`config.mk`:
```
export PLATFORM = sky130hd
export DESIGN_NAME = bbr_fifo
export DESIGN_NICKNAME = d
export VERILOG_FILES = /design/src/hdl/bbr_pkg.sv /design/src/hdl/bbr_fifo.sv
export SDC_FILE = /design/constraint.sdc
export NUM_CORES = 1
export LEC_CHECK = 0
export BUFFER_PORTS_ARGS = -buffer_cell sky130_fd_sc_hd__clkbuf_2
export CAP_MARGIN = 25
export CORE_UTILIZATION = 38
export CTS_CLUSTER_SIZE = 40
export DETAILED_ROUTE_END_ITERATION = 16
export GPL_TIMING_DRIVEN = 0
export SLEW_MARGIN = 20
export SYNTH_ARGS = -nofsm -noshare
export SYNTH_HDL_FRONTEND = slang
export SYNTH_SLANG_ARGS = --single-unit
```
`constraint.sdc`:
```
create_clock -name clk -period 2.85 [get_ports clk]
set_clock_uncertainty 0.1 [all_clocks]
set_input_delay 0.285 -clock clk [delete_from_list [all_inputs] [get_ports clk]]
set_output_delay 0.285 -clock clk [all_outputs]
set_load 0.01 [all_outputs]
```
`src/hdl/bbr_pkg.sv`:
```
package bbr_pkg;

  // Defaults for the top-level size parameters
  localparam int MAX_RADIUS_DEF = 10;
  localparam int MAX_WIDTH_DEF  = 1024;

  // Row limit of the clamp on the height register
  localparam int MAX_HEIGHT = 1024;

  // Field widths
  localparam int PIX_W   = 8;
  localparam int CNT_W   = 11;
  localparam int RAD_W   = 4;
  localparam int N_W     = RAD_W + 1;
  localparam int RCP_W   = 16;
  localparam int CS_W    = 13;
  localparam int WS_W    = 17;
  localparam int PRD_W   = WS_W + RCP_W;
  localparam int CFG_W   = 16;
  localparam int REG_IDX_W = 2;

  // Output queue depth; covers the pipeline latency at full rate
  localparam int OUT_DEPTH = 8;

  // Register reset values
  localparam logic [CNT_W-1:0] RST_WIDTH  = 11'd640;
  localparam logic [CNT_W-1:0] RST_HEIGHT = 11'd480;
  localparam logic [RAD_W-1:0] RST_RADIUS = 4'd2;
  localparam logic [RCP_W-1:0] RST_RECIP  = 16'd2621;

  typedef enum logic [REG_IDX_W-1:0] {
    REG_WIDTH  = 2'd0,
    REG_HEIGHT = 2'd1,
    REG_RADIUS = 2'd2,
    REG_RECIP  = 2'd3
  } bbr_reg_t;

  typedef struct packed {
    logic [PIX_W-1:0] red;
    logic [PIX_W-1:0] green;
    logic [PIX_W-1:0] blue;
    logic             eol;
    logic             eof;
  } bbr_res_t;

  typedef struct packed {
    logic           busy;
    logic           done;
    logic [N_W-1:0] col_rem;
    logic [N_W-1:0] row_rem;
  } bbr_rem_t;

endpackage

```
`src/hdl/bbr_fifo.sv`:
```
module bbr_fifo #(
  parameter int DEPTH = bbr_pkg::OUT_DEPTH
) (
  input  logic              clk,
  input  logic              rst_n,
  input  logic              push,
  input  bbr_pkg::bbr_res_t wdata,
  output logic              full,
  output logic              out_valid,
  input  logic              out_ready,
  output bbr_pkg::bbr_res_t rdata
);

  localparam int AW = (DEPTH > 1) ? $clog2(DEPTH) : 1;
  localparam int CW = $clog2(DEPTH + 1);

  bbr_pkg::bbr_res_t q_r [DEPTH];
  logic [AW-1:0]     wp_r;
  logic [AW-1:0]     rp_r;
  logic [CW-1:0]     cnt_r;
  logic              pop;

  assign pop       = out_valid && out_ready;
  assign out_valid = (cnt_r != '0);
  assign full      = (cnt_r == CW'(DEPTH));
  assign rdata     = q_r[rp_r];

  always_ff @(posedge clk) begin
    if (push) begin
      q_r[wp_r] <= wdata;
    end
  end

  always_ff @(posedge clk) begin
    if (!rst_n) begin
      wp_r  <= '0;
      rp_r  <= '0;
      cnt_r <= '0;
    end else begin
      if (push) begin
        wp_r <= (wp_r == AW'(DEPTH - 1)) ? '0 : wp_r + 1'b1;
      end
      if (pop) begin
        rp_r <= (rp_r == AW'(DEPTH - 1)) ? '0 : rp_r + 1'b1;
      end
      cnt_r <= cnt_r + CW'(push) - CW'(pop);
    end
  end

endmodule

```
== Yosys cells after proc, flatten, opt, wreduce, memory -nomap -nowiden ==
Memory sizes are Yosys's and may differ from the RTL's. A register that Yosys moved wholly into a read port is not among the register bits.
Cells that the tools add are included.
Word-level totals
  memory bits (writable): 208
  flip-flop bits (word level): 10
  word-level logic and storage cells: 19
  memories kept: 1
  input bits: 30
  output and inout port bits: 28
Memory list
  q_r: words 8, bits a word 26, read ports 1, clocked after memory_dff 1, write ports 1, RTL line bbr_fifo.sv:17  | bbr_pkg::bbr_res_t q_r [DEPTH];
Operators by class
  equal/unequal tests: 3
  add/sub/neg operators: 4
  reduce and logical (&&, ||, !) cells: 2
  mux-type cells: 6
Operators with widths (count)
  $mux W3: 4
  $add A3 B1 Y3 const B: 2
  $eq A3 B3 Y1 const B: 2
  $add A4 B1 Y4: 1
  $eq A4 B4 Y1 const B: 1
  $reduce_bool A4 Y1: 1
  $sub A4 B1 Y4: 1
  $mux W1: 2
  $logic_and A1 B1 Y1: 1

== Logic depth before layout (Yosys ltp) ==
  depth in word-level cells: 4
  mapped depth: 10
  mapped depth without buffers: 10

== Least setup slack after synthesis ==
Ideal clock, no wire load.
  path type: reg2reg
  start point: reg wp_r[2]
  end point: mem q_r[0][0] (netlist bit), enable pin
  path buffers: 0
  library setup time: 442 ps
  slack: 5 ps
  data arrival time: 2303 ps
  period minus slack after synthesis: 2845 ps
  required time: 2308 ps
  stages on the path, launching flop included: 3
  path through: dfxtp_1 > nand2b_1 > nor3_1
RTL lines
  from (decl): RTL line bbr_fifo.sv:18  | logic [AW-1:0] wp_r;
  from (signal assigned): RTL line bbr_fifo.sv:41  | wp_r <= (wp_r == AW'(DEPTH - 1)) ? '0 : wp_r + 1'b1;
  to (decl): RTL line bbr_fifo.sv:17
No word-level cell before the write port.

==> flow_summary.json <==
{
  "status": "finished, final reports clean",
  "worst_pin_slew_ns": 0.611,
  "multiInputGateArea_um2": 2130,
  "rsz0062_at_grt": "false",
  "grtUsageTotal_pct": 14.2,
  "areaGrowthSynthToFinish_pct": 22.2,
  "initial_core_util_pct": 39.3,
  "drtIter0Drc": 254,
  "wl_per_cell_um": 20.4,
  "synth-seq-area-share_pct": 74.8,
  "r2r_end": "cnt_r[1]",
  "cp.required_ns": 2.47,
  "synth_cell_types": 26,
  "async_flop_share_pct": 0,
  "fin_area_um2": 10600,
  "drv_cap": 0,
  "clockBufferDepth": 3,
  "clk_latency_ns": 0.49,
  "grt.overflow.total": 0,
  "wl_met2_mm": 8.22,
  "setup_violations": 0,
  "hold_violations": 0,
  "wl_met1_mm": 7.17,
  "critPathMaxStageDelay_ns": 0.39,
  "drive_above_1_share_pct": 30.8,
  "htree_levels": 1,
  "dieArea_um2": 23500,
  "dp_hpwl_mm": 10.4,
  "place_congestion": 0.682,
  "die_h_um": 153,
  "route.met3.wl_um": 597,
  "post_cts_buffers": 0,
  "synth_edf_count": 208,
  "synth_top_area_share_pct": 71.8,
  "crit_path_cell_trace": "clkbuf_1 > clkbuf_2 > mux4_1 > mux2_2 > clkbuf_2",
  "grt_max_degree": 21,
  "power.leakage_nw": 3.64,
  "min_to": "wp_r[2]",
  "critPathMaxFanout": 10,
  "path_clk_slew_ns": 0.06,
  "portBuffers": 57,
  "core_area_um2": 22200,
  "cts_tree": "done",
  "crit_arrival_ns": 2.31,
  "grt_first_pass_wirelength_mm": 24.8,
  "final_nets": 541,
  "period_share_pct": 94.5,
  "grt_antenna_before_repair": 0,
  "synth_seq_cells": 221,
  "r2r-start": "cnt_r[2]",
  "layout.cells.non_filler": 797,
  "io_pins": 58,
  "vias": 4102,
  "yosysWarnings": 0,
  "via_per_inst": 5.15,
  "vdd_drop_max_mv": 0.360,
  "p_total_mw": 7.95,
  "min_from": "push",
  "routed_wl_mm": 16.3,
  "power_density_nw_per_um2": 747,
  "syn-num-nets": 419,
  "post-route-min-period_ns": 2.69,
  "fillers": 1830,
  "register_area_um2": 6510,
  "worst_r2r_path_depth": 9,
  "fmax_mhz": 371,
  "cts-root-buf": "clkbuf_16",
  "critPathSlowestCell": "clkbuf_2",
  "drc": 0,
  "cts_inserted_buffers": 23,
  "fin_setup_tns_ns": 0,
  "syn_inst": 379,
  "topRoutingLayerUsed": "met4",
  "holdWs_ns": 0.126,
  "insertedDiodeCount": 0,
  "relSlewSlack_pct": 59.0,
  "place_area_um2": 9580,
  "drtAntennaViolNets": 0,
  "syn_area_um2": 8700,
  "die_w_um": 153,
  "yosysTopAreaCell": "edfxtp_1",
  "hp-class": "input pin to flop",
  "clkSinkCount": 221,
  "first_pass_iters": 4,
  "path_class": "flop to primary output",
  "std_cell_rows": 54,
  "synthTopCellsByArea": "edfxtp_1 72%, mux4_1 14%, mux2_2 3.4%",
  "synth-main-ff-cell": "edfxtp_1",
  "hold_path_depth": 3,
  "start_kind": "flop",
  "endpoint_kind": "primary output",
  "rrSetupSlack_ns": 0.57,
  "drv_slew": 0,
  "path_common_cell": "clkbuf_2",
  "grt_pass1_vias": 4420,
  "synth_area_per_cell_um2": 23.0,
  "place_inst": 729
}
[final cells by class]
type,count,area share (%)
flip-flops and latches,221,61.2
clock inverters,9,0.894
well taps,280,3.29
plain buffers,16,1.07
inverters,5,0.176
clock buffers,32,6.42
repair buffers,97,6.99
multi-input cells,137,20.0
[where the power goes]
part	internal [mW]	switching, mW	leakage, nW
combinational	0.637	0.595	1.26
sequential	3.66	0.0461	2.00
clock	1.86	1.16	0.383
[cells in the final DEF, fill, tap and decap left out, types with 2 or more instances in the layout]
| cell type | netlist | routed |
|---|---|---|
| mux2i_1 | 10 | 10 |
| dlygate4sd3_1 | 0 | 27 |
| clkbuf_1 | 10 | 8 |
| buf_16 | 0 | 2 |
| clkbuf_2 | 0 | 64 |
| nor2_1 | 9 | 3 |
| nor3_2 | 0 | 2 |
| buf_12 | 0 | 4 |
| inv_1 | 5 | 5 |
| buf_6 | 6 | 6 |
| bufinv_16 | 0 | 2 |
| and2_1 | 3 | 3 |
| nor2b_1 | 3 | 3 |
| buf_4 | 0 | 7 |
| mux4_2 | 6 | 6 |
| nand2b_1 | 3 | 3 |
| mux4_1 | 46 | 46 |
| clkbuf_16 | 0 | 26 |
| ha_1 | 9 | 9 |
| mux2_2 | 26 | 26 |
| nor2_4 | 0 | 6 |
| clkinv_1 | 0 | 3 |
| nand2_1 | 10 | 10 |
| dfxtp_1 | 13 | 13 |
| edfxtp_1 | 208 | 208 |
| clkinv_2 | 0 | 3 |
[synthesized netlist by cell type, types with 2 or more instances]
| cell | count |
|---|---|
| mux2_2 | 26 |
| nor3_1 | 2 |
| edfxtp_1 | 208 |
| nor2_1 | 9 |
| inv_1 | 5 |
| dfxtp_1 | 13 |
| nor2b_1 | 3 |
| mux4_1 | 46 |
| ha_1 | 9 |
| nand2b_1 | 3 |
| mux2i_1 | 10 |
| buf_6 | 6 |
| nand2_1 | 10 |
| clkbuf_1 | 10 |
| mux4_2 | 6 |
| and2_1 | 3 |
[cell families after synthesis]
kind of cell    after synthesis  synth area share, %
compound gates                3                0.216
flops                       221                 74.8
mux                          88                 20.0
fa+ha+maj                    10                 1.52
buf+inv                      21                 1.42
simple gates                 35                 2.00
xor+xnor                      1                0.101
[critical path: cells and delay by family, from the launching register on]
kind	cells	cell delay (ns)
DFF	1	0.31
muxes	2	0.65
buffers and inverters	3	0.85
[state kept, by name, indices dropped and copies added, names as in the netlist, named ones only]
register and count:
cnt_r 4, q_r 208, wp_r 3, rp_r 3
[metal layers]
| metal | GRT usage (%) | vias up |
|---|---|---|
| met4 | 4.04 | 0 |
| met3 | 2.61 | 26 |
| li1 | - | 1861 |
| met5 | 0 | - |
| met1 | 18.1 | 2139 |
| met2 | 24.7 | 76 |
[stage by stage]
stage                     setup WS [ns]  utilization [%]
after floorplan                 0.00497                -
after global placement            -1.89             42.1
after detailed placement          0.400             43.2
after CTS                         0.122             48.0
after global routing             0.0265             48.0
final                             0.155             48.0
[what timing repair did]
action,in CTS,in global routing
endpoints found under the setup margin,26,0
hold buffers,27,0
gates resized for setup,7,0
endpoints found under the hold margin,209,0
[worst max-delay path by stage]
stage	from	end	slack [ns]	depth (start not counted)
final	flop	rdata[9]	0.16	5
after global routing	flop	rdata[8]	0.03	5
after CTS	flop	rdata[11]	0.12	5
after detailed placement	flop	rdata[9]	0.40	5
after global placement	push	q_r[4][12]	-1.89	3
after floorplan	wp_r[2]	q_r[0][0]	0.005	2
(Power assumes the default switching activity.)
