File: src/hdl/bbr_pkg.sv
package bbr_pkg;

  // Defaults for the top-level size parameters
  localparam int MAX_RADIUS_DEF = 10;
  localparam int MAX_WIDTH_DEF  = 1024;

  // Row limit of the clamp on the height register
  localparam int MAX_HEIGHT = 1024;

  // Field widths
  localparam int PIX_W   = 8;
  localparam int CNT_W   = 11;
  localparam int RAD_W   = 4;
  localparam int N_W     = RAD_W + 1;
  localparam int RCP_W   = 16;
  localparam int CS_W    = 13;
  localparam int WS_W    = 17;
  localparam int PRD_W   = WS_W + RCP_W;
  localparam int CFG_W   = 16;
  localparam int REG_IDX_W = 2;

  // Output queue depth; covers the pipeline latency at full rate
  localparam int OUT_DEPTH = 8;

  // Register reset values
  localparam logic [CNT_W-1:0] RST_WIDTH  = 11'd640;
  localparam logic [CNT_W-1:0] RST_HEIGHT = 11'd480;
  localparam logic [RAD_W-1:0] RST_RADIUS = 4'd2;
  localparam logic [RCP_W-1:0] RST_RECIP  = 16'd2621;

  typedef enum logic [REG_IDX_W-1:0] {
    REG_WIDTH  = 2'd0,
    REG_HEIGHT = 2'd1,
    REG_RADIUS = 2'd2,
    REG_RECIP  = 2'd3
  } bbr_reg_t;

  typedef struct packed {
    logic [PIX_W-1:0] red;
    logic [PIX_W-1:0] green;
    logic [PIX_W-1:0] blue;
    logic             eol;
    logic             eof;
  } bbr_res_t;

  typedef struct packed {
    logic           busy;
    logic           done;
    logic [N_W-1:0] col_rem;
    logic [N_W-1:0] row_rem;
  } bbr_rem_t;

endpackage

File: src/hdl/bbr_rem.sv
module bbr_rem (
  input  logic                      clk,
  input  logic                      rst_n,
  input  logic                      start,
  input  logic [bbr_pkg::N_W-1:0]   n_div,
  input  logic [bbr_pkg::CNT_W-1:0] col,
  input  logic [bbr_pkg::CNT_W-1:0] row,
  output bbr_pkg::bbr_rem_t         st
);

  localparam int BIT_W = $clog2(bbr_pkg::CNT_W + 1);
  localparam int POS_W = $clog2(bbr_pkg::CNT_W);

  logic [BIT_W-1:0]        bit_r;
  logic                    done_r;
  logic [bbr_pkg::N_W-1:0] rc_r;
  logic [bbr_pkg::N_W-1:0] rr_r;
  logic [POS_W-1:0]        pos;

  // One restoring step: shift in a bit, subtract the divisor if it fits
  function automatic logic [bbr_pkg::N_W-1:0] rstep(
    input logic [bbr_pkg::N_W-1:0] rem,
    input logic                    b,
    input logic [bbr_pkg::N_W-1:0] d
  );
    logic [bbr_pkg::N_W:0] t;
    t = {rem, b};
    if (t >= {1'b0, d}) begin
      t = t - {1'b0, d};
    end
    return t[bbr_pkg::N_W-1:0];
  endfunction

  assign pos = POS_W'(bit_r - 1'b1);

  always_ff @(posedge clk) begin
    if (!rst_n) begin
      bit_r  <= '0;
      done_r <= 1'b0;
    end else begin
      done_r <= 1'b0;
      if (start) begin
        bit_r <= BIT_W'(bbr_pkg::CNT_W);
        rc_r  <= '0;
        rr_r  <= '0;
      end else if (bit_r != '0) begin
        rc_r   <= rstep(rc_r, col[pos], n_div);
        rr_r   <= rstep(rr_r, row[pos], n_div);
        bit_r  <= bit_r - 1'b1;
        done_r <= (bit_r == BIT_W'(1));
      end
    end
  end

  assign st.busy    = (bit_r != '0) || done_r;
  assign st.done    = done_r;
  assign st.col_rem = rc_r;
  assign st.row_rem = rr_r;

endmodule

File: config.mk
export PLATFORM = sky130hd
export DESIGN_NAME = bbr_rem
export DESIGN_NICKNAME = d
export VERILOG_FILES = /design/src/hdl/bbr_pkg.sv /design/src/hdl/bbr_rem.sv
export SDC_FILE = /design/constraint.sdc
export NUM_CORES = 1
export LEC_CHECK = 0
export ABC_AREA = 1
export BUFFER_PORTS_ARGS = -buffer_cell sky130_fd_sc_hd__buf_2
export CORE_MARGIN = 5
export CORE_UTILIZATION = 55
export DETAILED_ROUTE_END_ITERATION = 7
export GPL_ROUTABILITY_DRIVEN = 0
export GPL_TIMING_DRIVEN = 1
export PLACE_DENSITY = 0.88
export SYNTH_ARGS = -nofsm -noshare
export SYNTH_HDL_FRONTEND = slang
export SYNTH_SLANG_ARGS = --single-unit
export TNS_END_PERCENT = 10
File: constraint.sdc
create_clock -name clk -period 7.3 [get_ports clk]
set_input_delay 0.365 -clock clk [delete_from_list [all_inputs] [get_ports clk]]
set_output_delay 0.365 -clock clk [all_outputs]
set_load 0.1 [all_outputs]
# [Word-level counts from Yosys, hierarchy flattened]
# Index checks and enable logic that the tools add are counted.
[totals] ff_bits=15 inputBits=30 wordCells=30
[classes] addsub=3 magnitude_cmp=3 eq_ne=1 n_mux=10 n_bitwise=2 n_reduce_logical=6
[op_table] operator="5-bit 2-to-1 mux" count=4
[op_table] operator="6-bit by 5-bit greater-or-equal comparator with 1-bit output" count=2
[op_table] operator="5-bit subtractor" count=2
[op_table] operator="1-bit binary-select mux with 4-bit select" count=2
[op_table] operator="4-bit 2-to-1 mux" count=2
[op_table] operator="4-bit by 5-bit less-than comparator with 1-bit output, second input constant" count=1
[op_table] operator="4-bit by 1-bit == test with 1-bit output, second input constant" count=1
[op_table] operator="4-bit nonzero test" count=1
[op_table] operator="4-bit by 1-bit subtractor with 4-bit output, second input constant" count=1
[op_table] operator="3-bit OR reduction" count=1
[op_table] operator="1-bit 2-to-1 mux" count=2
[op_table] operator="1-bit NOT" count=2
[op_table] operator="2-bit AND reduction" count=1
[op_table] operator="2-bit nonzero test" count=1
[op_table] operator="2-bit OR reduction" count=1
[op_table] operator="1-bit logical OR" count=1

# [Longest topological paths before layout]
[logic_depth] depth_word=6 mapped_depth=20

# [Worst setup path after synthesis]
# Ideal clock, no wire load.
[synth_timing] path_type="flip-flop to flip-flop" start="register bit_r[0]" end="register rr_r[0] (netlist name), data pin" setup_ns=0.249 arrival_ns=2.543 t_required_ns=7.051 path_slack_ns=4.508 stages_incl_launch_ff=21 path_buffers=1 cell_sequence="dfxtp_1 inv_2 buf_6 ha_1 inv_1 nand3_1 nand3_1 nand3_1 nand2_1 inv_1 ha_1 inv_1 fa_1 inv_1 nor2_1 o21ai_1 nand2_2 inv_1 nand3_1 nand2_1 inv_1"
[synth_between] elab_chain_len=6 word_cells_on_any_way=7 classes_between="add/sub (2); order compare (1); mux (4)"
[synth_rtl] element="start: declaration" line="bbr_rem.sv:14" source="logic [BIT_W-1:0] bit_r;"
[synth_rtl] element="start signal: assignment" line="bbr_rem.sv:43" source="bit_r <= BIT_W'(bbr_pkg::CNT_W);"
[synth_rtl] element="start signal: assignment" line="bbr_rem.sv:49" source="bit_r <= bit_r - 1'b1;"
[synth_rtl] element="4-bit by 1-bit subtractor with 4-bit output (*)" line="bbr_rem.sv:34" source="assign pos = POS_W'(bit_r - 1'b1);"
[synth_rtl] element="1-bit binary-select mux with 4-bit select (*)" line="bbr_rem.sv:48" source="rr_r <= rstep(rr_r, row[pos], n_div);"
[synth_rtl] element="1-bit 2-to-1 mux (implied by the code) (*)" line="bbr_rem.sv:48"
[synth_rtl] element="5-bit subtractor / 6-bit by 5-bit greater-or-equal comparator with 1-bit output (equally long branches)" line="bbr_rem.sv:29, bbr_rem.sv:28"
[synth_rtl] element="5-bit 2-to-1 mux (*)" line="bbr_rem.sv:28" source="if (t >= {1'b0, d}) begin"
[synth_rtl] element="5-bit 2-to-1 mux (*)" line="bbr_rem.sv:46" source="end else if (bit_r != '0) begin"
[synth_rtl] element="end signal: assignment" line="bbr_rem.sv:48"
[synth_rtl] element="end: declaration" line="bbr_rem.sv:17" source="logic [bbr_pkg::N_W-1:0] rr_r;"
# Every way passes the cells marked *; elsewhere a longest branch is shown, timed or not. The select of a mux whose other input is x is not followed.
# A chain may end at the register's enable or synchronous reset.

# [Worst setup path in the final report]
# Ends and elaborated chain as after synthesis.

==> run metrics <==
CP startpoint kind=flop; crit path kind=reg2reg; die boundary height=59.4 um; Ys Warns=0; Layout Nets=281; Worst Path Max Fanout=15; synth top area cells=edfxtp_1 22%, nand2_1 12%, ha_1 12%; grt ovf=0; number of placement rows=18; DR WL/cell=12.0 um; Clock Sinks=15; Reg clk slew, reported paths=0.10 ns; Overall Global Routing Usage=19.8%; crit end category=flop; first-pass GRT wire length=5330 um; Mapped Cells=193; Post-CTS Setup Bufs=0; Fin Setup TNS=0 ns; # H-tree levels=1; top-area cell type share of the netlist area=22.3%; num ports=42; area growth from synthesis to layout=18.1%; most common cell in the netlist=nand2_1; DPL Wire Length=2600 um; CP max stage delay=0.63 ns; Synth Flop Type=edfxtp_1; worst skew pair latency=0.30 ns; CTS hold repair buffers=0; Netlist cell types=22; initial antenna violation count=0; post-placement cell area=1560 um2; max_cap viols=0; Post-synth EDFFs=10; post-route ant nets=0; vias in the first global route=1251; core area=2410 um2; post-layout min period=3.43 ns; Leak=0.878 nW; crit path max-delay cell type=dfxtp_1; Syn Area/Cell=6.96 um2; Hold Fails Final Rpt=0; DR pass1 iterations=6; Cell Chain, Critical Path=inv_2, ha_1, inv_1, nand3_1, nand3_1, nand3_1, nand2_1, inv_1, ha_1, inv_1, fa_1, inv_1, nor2_1, o21ai_1, nand2_2, inv_1, nand3_1, nand2_1, inv_1; die area=3530 um2; Final Skew=0.00501 ns; I/O Buffers=41; Data arrival, critical path=3.51 ns; worst vdd ir=0.223 mV; Synth area leader=edfxtp_1; Slew HR=68.2%; pwr/cell area=263 nW/um2; clock buffer depth=2; FMAX=291 MHz; filler instances=219; initial DRC count=50; Die W=59.4 um; Crit path required time=7.38 ns; max-slew violations=0; detailed-route vias per instance=5.09; Finished Cell Area=1590 um2; Hold WS=0.325 ns; initial core utilization=55.8%; n_diodes=0; setup violators final=0; Synth Net Count=238; vias=1348; share of cells above drive strength 1=21.7%; CTS root buffer=clkbuf_4; most frequent cells after synthesis=44 x nand2_1, 33 x inv_1, 23 x nand3_1, 13 x ha_1, 13 x nor2_1; synthesized area=1340 um2; Yosys reg bits=15; worst hold path type=in2reg; Critical Path Most Common Cell=inv_1; outcome=finished clean; total CTS buffers=3; number of remaining DRC errors=0; worst slew pin tran=0.477 ns; CTS tree=built; total routed wirelength=3190 um; Final Cycle Share=47.0%; ys async rst share=0%; post_cts resized=0; sequential fraction of the synthesis area=29.8%; largest net degree at the start of global routing=16; RSZ-0062 raised after global routing=false
==> worst max-delay path: cells and delay by family, from the launching register on <==
family / cells / cell delay [ns]
compound gates: 1 / 0.16
fa+ha+maj: 3 / 1.03
buf+inv: 7 / 0.69
flops: 1 / 0.63
simple gates: 8 / 0.70
==> routing by layer <==
layer	up-vias	part of all wire (%)	track usage [%]	routed length [um]
met5	-	0	0	0
met4	0	1.8	10.4	56
met3	5	6.4	2.83	204
met2	37	45	31.4	1440
met1	592	47	26.0	1500
li1	714	-	-	-
==> worst paths after layout <==
path                                            start                     to  slack, ns  depth (start not counted)
worst max-delay path            bit_r[0]$_SDFFE_PN0N_  rr_r[0]$_SDFFCE_PP0P_       3.87                         19
worst min-delay path                            rst_n  bit_r[1]$_SDFFE_PN0N_       0.33                          3
worst max register to register  bit_r[0]$_SDFFE_PN0N_  rr_r[0]$_SDFFCE_PP0P_       3.87                         19
worst min register to register  bit_r[1]$_SDFFE_PN0N_  bit_r[1]$_SDFFE_PN0N_       0.57                          2
==> logic make-up (layout without fill, tap and decap cells) <==
logic type               after synthesis  in the layout  synth area share, %
AND/OR/NAND/NOR                       87             87                 27.5
adder cells (fa/ha/maj)               15             15                 15.1
AO/OA/AOI/OAI                         30             30                 11.5
flip-flops                            15             15                 29.8
buffers and inverters                 40             82                 12.3
XOR/XNOR                               6              6                 3.91
==> where the power goes <==
group	leakage, nW	internal (mW)	switching [mW]
Sequential	0.142	0.109	0.0126
Combinational	0.722	0.0697	0.174
Clock	0.0150	0.0213	0.0305
==> sequential cells by signal, summed over array words and instances, names as in the netlist <==
signal	flops
done_r	1
rc_r	5
bit_r	4
rr_r	5
==> layout make-up <==
| cell class | instances | area (um2) | share of cell area [%] |
|---|---|---|---|
| multi-input cells | 138 | 778 | 49.1 |
| flip-flops and latches | 15 | 400 | 25.2 |
| repair buffers | 41 | 205 | 12.9 |
| inverters | 37 | 139 | 8.75 |
| well taps | 30 | 37.5 | 2.37 |
| clock buffers | 4 | 26.3 | 1.66 |
==> placed cells by master, fill, tap and decap left out <==
cell	netlist	routed
a31oi_1	1	1
xnor2_1	5	5
inv_1	33	33
a21boi_0	1	1
ha_1	13	13
buf_2	0	41
o21ai_0	8	8
nor4_1	1	1
clkbuf_4	0	3
or2_2	1	1
nand2_2	2	2
edfxtp_1	10	10
dfxtp_1	5	5
a21oi_1	10	10
nor3_1	3	3
fa_1	2	2
nor2_1	13	13
nand3_1	23	23
inv_2	4	4
o21ai_1	10	10
nand2_1	44	44
xor2_1	1	1
clkbuf_1	0	1
==> metrics by stage <==
stage / util, % / power [mW] / setup WS, ns / cells
floorplan: - / 0.320 / 4.51 / 193
global placement: 64.7 / 0.359 / 4.05 / 261
detailed placement: 64.7 / 0.366 / 3.94 / 261
CTS: 65.8 / 0.417 / 3.93 / 265
global route: 65.8 / 0.449 / 3.63 / 265
finish: 65.8 / 0.417 / 3.87 / 265
(Power assumes the default switching activity.)
